==> src/rtl/tsss_pkg.sv <==
package tsss_pkg;

   // Payload widths
   localparam int SAMPLE_W   = 10;
   localparam int HUND_W     = 14;
   localparam int DIGIT_W    = 4;
   localparam int DIGIT_EN_W = 4;
   localparam int SEG_W      = 7;
   localparam int POINT_W    = 2;

   // Sample scaling: hundredths = sample * 1375 >> 7
   localparam int SCALE_MUL_W = 11;
   localparam logic [SCALE_MUL_W-1:0] SCALE_MUL = 11'd1375;
   localparam int SCALE_SHIFT = 7;

   // Exact q / 10 for q below 2**14: (q * 6554) >> 16
   localparam int DIV10_MUL_W = 13;
   localparam logic [DIV10_MUL_W-1:0] DIV10_MUL = 13'd6554;
   localparam int DIV10_SHIFT = 16;

   // Command codes
   localparam logic CMD_SAMPLE = 1'b0;
   localparam logic CMD_TICK   = 1'b1;

   // Register map
   localparam int CSR_INDEX_W = 1;
   localparam int CSR_DATA_W  = HUND_W;
   localparam logic [CSR_INDEX_W-1:0] CSR_ALARM_THRESHOLD = 1'd0;
   localparam logic [CSR_INDEX_W-1:0] CSR_POINT_SLOT      = 1'd1;

   localparam logic [HUND_W-1:0]  THRESHOLD_RESET  = 14'd3000;
   localparam logic [POINT_W-1:0] POINT_SLOT_RESET = 2'd1;

   typedef logic [HUND_W-1:0] hund_type;

   function automatic logic [SEG_W-1:0] seg_of(input logic [DIGIT_W-1:0] d);
      logic [SEG_W-1:0] s;
      unique case (d)
         4'd0:    s = 7'h3F;
         4'd1:    s = 7'h18;
         4'd2:    s = 7'h6D;
         4'd3:    s = 7'h79;
         4'd4:    s = 7'h5A;
         4'd5:    s = 7'h73;
         4'd6:    s = 7'h77;
         4'd7:    s = 7'h09;
         4'd8:    s = 7'h7F;
         4'd9:    s = 7'h7B;
         default: s = 7'h00;
      endcase
      return s;
   endfunction

endpackage

==> src/rtl/tsss_digit_select.sv <==
// Picks hundredths / 10**p for the slot's digit position p = NUM_DIGITS-1-slot.
// Each power of ten is one constant reciprocal multiply, exact over 14 bits.
module tsss_digit_select
   import tsss_pkg::*;
#(
   parameter int NUM_DIGITS = 4
) (
   input  hund_type                          hund,
   input  logic [$clog2(NUM_DIGITS)-1:0]     slot,
   output hund_type                          quot
);

   localparam int SlotW = $clog2(NUM_DIGITS);
   localparam int ProdW = HUND_W + HUND_W + 1;
   localparam logic [SlotW-1:0] LastSlot = SlotW'(NUM_DIGITS - 1);

   hund_type         q_all [NUM_DIGITS];
   logic [SlotW-1:0] pos;

   for (genvar p = 0; p < NUM_DIGITS; p++) begin : g_pow
      localparam longint unsigned Div   = 64'd10 ** p;
      localparam int              Shift = HUND_W + $clog2(Div);
      localparam longint unsigned Mult  = ((64'd1 << Shift) + Div - 64'd1) / Div;

      logic [ProdW-1:0] prod;

      assign prod     = ProdW'(hund) * ProdW'(Mult);
      assign q_all[p] = HUND_W'(prod >> Shift);
   end

   assign pos  = LastSlot - slot;
   assign quot = q_all[pos];

endmodule

==> config.mk <==
export PLATFORM = sky130hd
export DESIGN_NAME = tsss_digit_select
export DESIGN_NICKNAME = d
export VERILOG_FILES = /design/src/rtl/tsss_pkg.sv /design/src/rtl/tsss_digit_select.sv
export SDC_FILE = /design/constraint.sdc
export NUM_CORES = 1
export LEC_CHECK = 0
export ABC_CLOCK_PERIOD_IN_PS = 6500
export BUFFER_PORTS_ARGS = -buffer_cell sky130_fd_sc_hd__buf_2
export CORE_MARGIN = 1
export CORE_UTILIZATION = 50
export DETAILED_ROUTE_END_ITERATION = 8
export GPL_TIMING_DRIVEN = 0
export PLACE_DENSITY = 0.69
export SLEW_MARGIN = 40
export SYNTH_ARGS = -nofsm -noshare
export SYNTH_HDL_FRONTEND = slang
export SYNTH_SLANG_ARGS = --single-unit
==> constraint.sdc <==
create_clock -name vclk -period 6.5
set_clock_uncertainty 0.15 [all_clocks]
set_input_delay 0.65 -clock vclk [all_inputs]
set_output_delay 0.65 -clock vclk [all_outputs]
set_load 0.05 [all_outputs]
==> report_table.html <==
<table>
<tr><th>Metric</th><th>Value</th></tr>
<tr><th colspan="2">Status</th></tr>
<tr><td>Outcome</td><td>finished with violations</td></tr>
<tr><td>Violated checks</td><td>setup timing</td></tr>
<tr><th colspan="2">Critical path</th></tr>
<tr><td>Critical path arrival</td><td>6.04 ns</td></tr>
<tr><td>Critical path's top delay family</td><td>adder cells</td></tr>
<tr><td>CP Capture Type</td><td>output port</td></tr>
<tr><td>Number of buffers and inverters on the critical path</td><td>5</td></tr>
<tr><td>Startpoint kind of the worst setup timing path</td><td>input port</td></tr>
<tr><td>Critical Path Slowest Stage Cell</td><td>sky130_fd_sc_hd__fa_2</td></tr>
<tr><td>Maximum fanout along the worst path</td><td>5</td></tr>
<tr><td>Required time of the worst setup path</td><td>5.70 ns</td></tr>
<tr><td>Critical path cell sequence</td><td>buf_16 -&gt; fa_2 -&gt; inv_2 -&gt; fa_1 -&gt; fa_2 -&gt; fa_1 -&gt; inv_1 -&gt; fa_1 -&gt; fa_1 -&gt; ha_4 -&gt; a21oi_2 -&gt; nor2_2 -&gt; o31ai_4 -&gt; o211ai_4 -&gt; buf_4 -&gt; o21a_1 -&gt; or3_4 -&gt; a31o_2 -&gt; a21oi_4 -&gt; buf_6</td></tr>
<tr><td>Maximum cell stage delay along the critical path</td><td>0.60 ns</td></tr>
<tr><td>Most frequent CP cell</td><td>sky130_fd_sc_hd__fa_1</td></tr>
<tr><td>CP Class</td><td>input port to output port</td></tr>
<tr><th colspan="2">STA</th></tr>
<tr><td>Final WS setup</td><td>-0.343 ns</td></tr>
<tr><td>Worst-margin pin slew</td><td>0.601 ns</td></tr>
<tr><td>Slew headroom</td><td>60.0%</td></tr>
<tr><td>Unrepaired setup endpoints after global routing</td><td>yes</td></tr>
<tr><td>Final number of setup-violating endpoints</td><td>10</td></tr>
<tr><td>Time the worst path needs with I/O delays and setup</td><td>6.84 ns</td></tr>
<tr><td>Final cycle utilization of the critical path</td><td>105%</td></tr>
<tr><td>Count of final hold-check violations</td><td>0</td></tr>
<tr><td>Maximum clock frequency</td><td>146 MHz</td></tr>
<tr><td>Final Max Slew Viols</td><td>0</td></tr>
<tr><th colspan="2">Place</th></tr>
<tr><td>Detailed-placement wirelength estimate</td><td>16.7 mm</td></tr>
<tr><td>Global placement routability congestion</td><td>0.861</td></tr>
<tr><td>Placed Cells incl. Taps</td><td>1181</td></tr>
<tr><td>Setup slack after placement</td><td>-1.15 ns</td></tr>
<tr><td>Count of buffers inserted at the top-level ports</td><td>29</td></tr>
<tr><th colspan="2">Layout</th></tr>
<tr><td>Sequential cell area</td><td>0 um2</td></tr>
<tr><td>Clock tree buffer count of the final layout</td><td>0</td></tr>
<tr><td>Non-filler instance count after layout</td><td>1195</td></tr>
<tr><td>Most frequent standard cell in the layout excluding fill and tap cells</td><td>sky130_fd_sc_hd__inv_1</td></tr>
<tr><td>Fraction of the core area covered by cells at the end of the flow</td><td>57.8%</td></tr>
<tr><td>Share of layout cells above drive strength 1</td><td>11.3%</td></tr>
<tr><td>Area growth from synthesis to layout</td><td>11.4%</td></tr>
<tr><td>Net count, final</td><td>1404</td></tr>
<tr><td>Leading cell types in the layout, fill and taps excluded</td><td>sky130_fd_sc_hd__inv_1, sky130_fd_sc_hd__ha_1, sky130_fd_sc_hd__fa_1</td></tr>
<tr><td>Antenna Cells</td><td>0</td></tr>
<tr><td>Sequential cell count of the final layout</td><td>0</td></tr>
<tr><th colspan="2">Detailed routing</th></tr>
<tr><td>Routed length per placed instance</td><td>16.4 um</td></tr>
<tr><td>Total vias in the final route</td><td>6095</td></tr>
<tr><td>Vias per cell</td><td>5.10</td></tr>
<tr><td>Iter 0 DRT Violations</td><td>216</td></tr>
<tr><td>Number of remaining DRC errors</td><td>0</td></tr>
<tr><td>Number of optimization iterations in the first detailed-route pass</td><td>4</td></tr>
<tr><td>Remaining antenna violation count after routing</td><td>0</td></tr>
<tr><td>DRT Wirelength</td><td>19.6 mm</td></tr>
<tr><th colspan="2">Floorplanning</th></tr>
<tr><td>Number of placement rows</td><td>47</td></tr>
<tr><td>Die Footprint</td><td>0.0180 mm2</td></tr>
<tr><td>Die X</td><td>134 um</td></tr>
<tr><td>Die Height</td><td>134 um</td></tr>
<tr><td>Standard cell core area</td><td>0.0168 mm2</td></tr>
<tr><td>Initial cell density of the core</td><td>51.9%</td></tr>
<tr><td>Number of top-level pins</td><td>30</td></tr>
<tr><th colspan="2">Yosys</th></tr>
<tr><td>Summed instance area of the synthesized netlist</td><td>0.00872 mm2</td></tr>
<tr><td>Average footprint of a synthesized cell</td><td>9.36 um2</td></tr>
<tr><td>Share of Yosys cell area claimed by the top area cell type</td><td>38.6%</td></tr>
<tr><td>Total nets after synthesis</td><td>1359</td></tr>
<tr><td>Largest cells by area after synthesis</td><td>sky130_fd_sc_hd__ha_1, sky130_fd_sc_hd__fa_1, sky130_fd_sc_hd__inv_1</td></tr>
<tr><td>Number of warnings reported in the yosys synthesis log</td><td>0</td></tr>
<tr><td>Gate Count Post-Synth</td><td>932</td></tr>
<tr><td>Seq/Total Area, Yosys</td><td>0%</td></tr>
<tr><td>Area leader, netlist</td><td>sky130_fd_sc_hd__ha_1</td></tr>
<tr><td>Number of distinct library cells after synthesis</td><td>54</td></tr>
<tr><th colspan="2">Global routing</th></tr>
<tr><td>Global-route wire length before repair</td><td>32.6 mm</td></tr>
<tr><td>Total global-route track usage</td><td>23.5%</td></tr>
<tr><td>Maximum number of pins on one net before global-route repair</td><td>16</td></tr>
<tr><td>Number of antenna violations at the first check in global routing</td><td>0</td></tr>
<tr><td>Global-route congestion overflow total</td><td>0</td></tr>
<tr><td>Number of global-route vias before repair</td><td>6472</td></tr>
<tr><th colspan="2">Pwr</th></tr>
<tr><td>Static leakage</td><td>5.48 nW</td></tr>
<tr><td>Comb power frac</td><td>100.0%</td></tr>
<tr><td>Clock share of power</td><td>0%</td></tr>
<tr><td>Fraction of power spent switching nets</td><td>56.4%</td></tr>
<tr><td>Switching power of the nets</td><td>1.87 mW</td></tr>
<tr><td>Overall power after layout</td><td>3.33 mW</td></tr>
<tr><td>Cell-internal power</td><td>1.45 mW</td></tr>
<tr><td>Worst ir drop on vdd</td><td>0.387 mV</td></tr>
<tr><td>Part of the total power dissipated in sequential elements</td><td>0%</td></tr>
<tr><td>Power density normalized to cell area</td><td>342 mW/mm2</td></tr>
<tr><th colspan="2">Min path</th></tr>
<tr><td>Worst hold path type</td><td>input port to output port</td></tr>
<tr><th colspan="2">Run</th></tr>
<tr><td>Max-cap viol count</td><td>0</td></tr>
</table>
path summary, 6_finish.rpt:
kind | startpoint | endpoint | slack [ns] | depth (start not counted)
worst max-delay path | hund[12] | quot[3] | -0.34 | 20
worst min-delay path | hund[12] | quot[12] | 1.64 | 3
synth_stat cells, drive strengths merged:
library cell,n
a2111oi,1
a211o,1
a211oi,1
a21boi,1
a21o,10
a21oi,29
a221o,1
a221oi,1
a22o,2
a22oi,1
a31o,1
a31oi,5
a41oi,1
and2,2
and3,7
and4b,1
clkbuf,4
clkinv,1
fa,142
ha,269
inv,300
mux2i,1
nand2,21
nand2b,3
nand3,7
nand3b,1
nand4,5
nor2,23
nor2b,7
nor3,11
nor4,2
nor4b,1
o211ai,6
o21a,4
o21ai,23
o21bai,2
o22ai,2
o31a,1
o31ai,4
o41ai,3
or2,3
or3,3
or4b,1
xnor2,13
xor2,4
cells by family after synthesis:
group           Yosys count  share of synthesized area (%)
simple gates             98                           5.74
mux                       1                          0.115
buf+inv                 305                           13.1
compound gates          100                           8.12
xor+xnor                 17                           1.71
fa+ha+maj               411                           71.2
power by group through the flow:
stage | combinational, mW | sequential (mW) | clock, mW
2_1_floorplan | 2.24 | 0 | 0
3_3_place_gp | 2.84 | 0 | 0
3_5_place_dp | 2.90 | 0 | 0
4_1_cts | 3.27 | 0 | 0
5_1_grt | 3.81 | 0 | 0
6_report | 3.33 | 0 | 0
routing by layer:
| layer | track usage, % | up-vias | wire length, um |
|---|---|---|---|
| met5 | 0 | - | 0 |
| met4 | 4.31 | 0 | 365 |
| met3 | 2.08 | 20 | 815 |
| met2 | 40.0 | 115 | 9260 |
| met1 | 32.9 | 2922 | 9170 |
| li1 | - | 3038 | - |
final cells by class:
cell class	instances	area (um2)
well taps	220	275
repair buffers	43	445
fillers	1509	7100
inverters	301	1140
plain buffers	4	15.0
multi-input cells	627	7850
stage by stage:
| stage | area (um2) | TNS [ns] | hold WS, ns |
|---|---|---|---|
| finish | 9720 | -2.42 | 1.64 |
| global route | 9720 | -4.17 | 1.66 |
| CTS | 9650 | -2.80 | 1.65 |
| detailed placement | 9180 | -10.57 | 1.70 |
| global placement | 9180 | -10.52 | 1.71 |
| floorplan | 8750 | -0.0476 | 1.37 |
repair_timing:
item / in CTS / in global routing
buffers inserted: 12 / 2
endpoints found under the setup margin: 11 / 11
hold endpoints to repair: 0 / 0
gates resized for setup: 98 / 13
pin swaps: 29 / 11
hold buffers: 0 / 0
(Power assumes the default switching activity.)
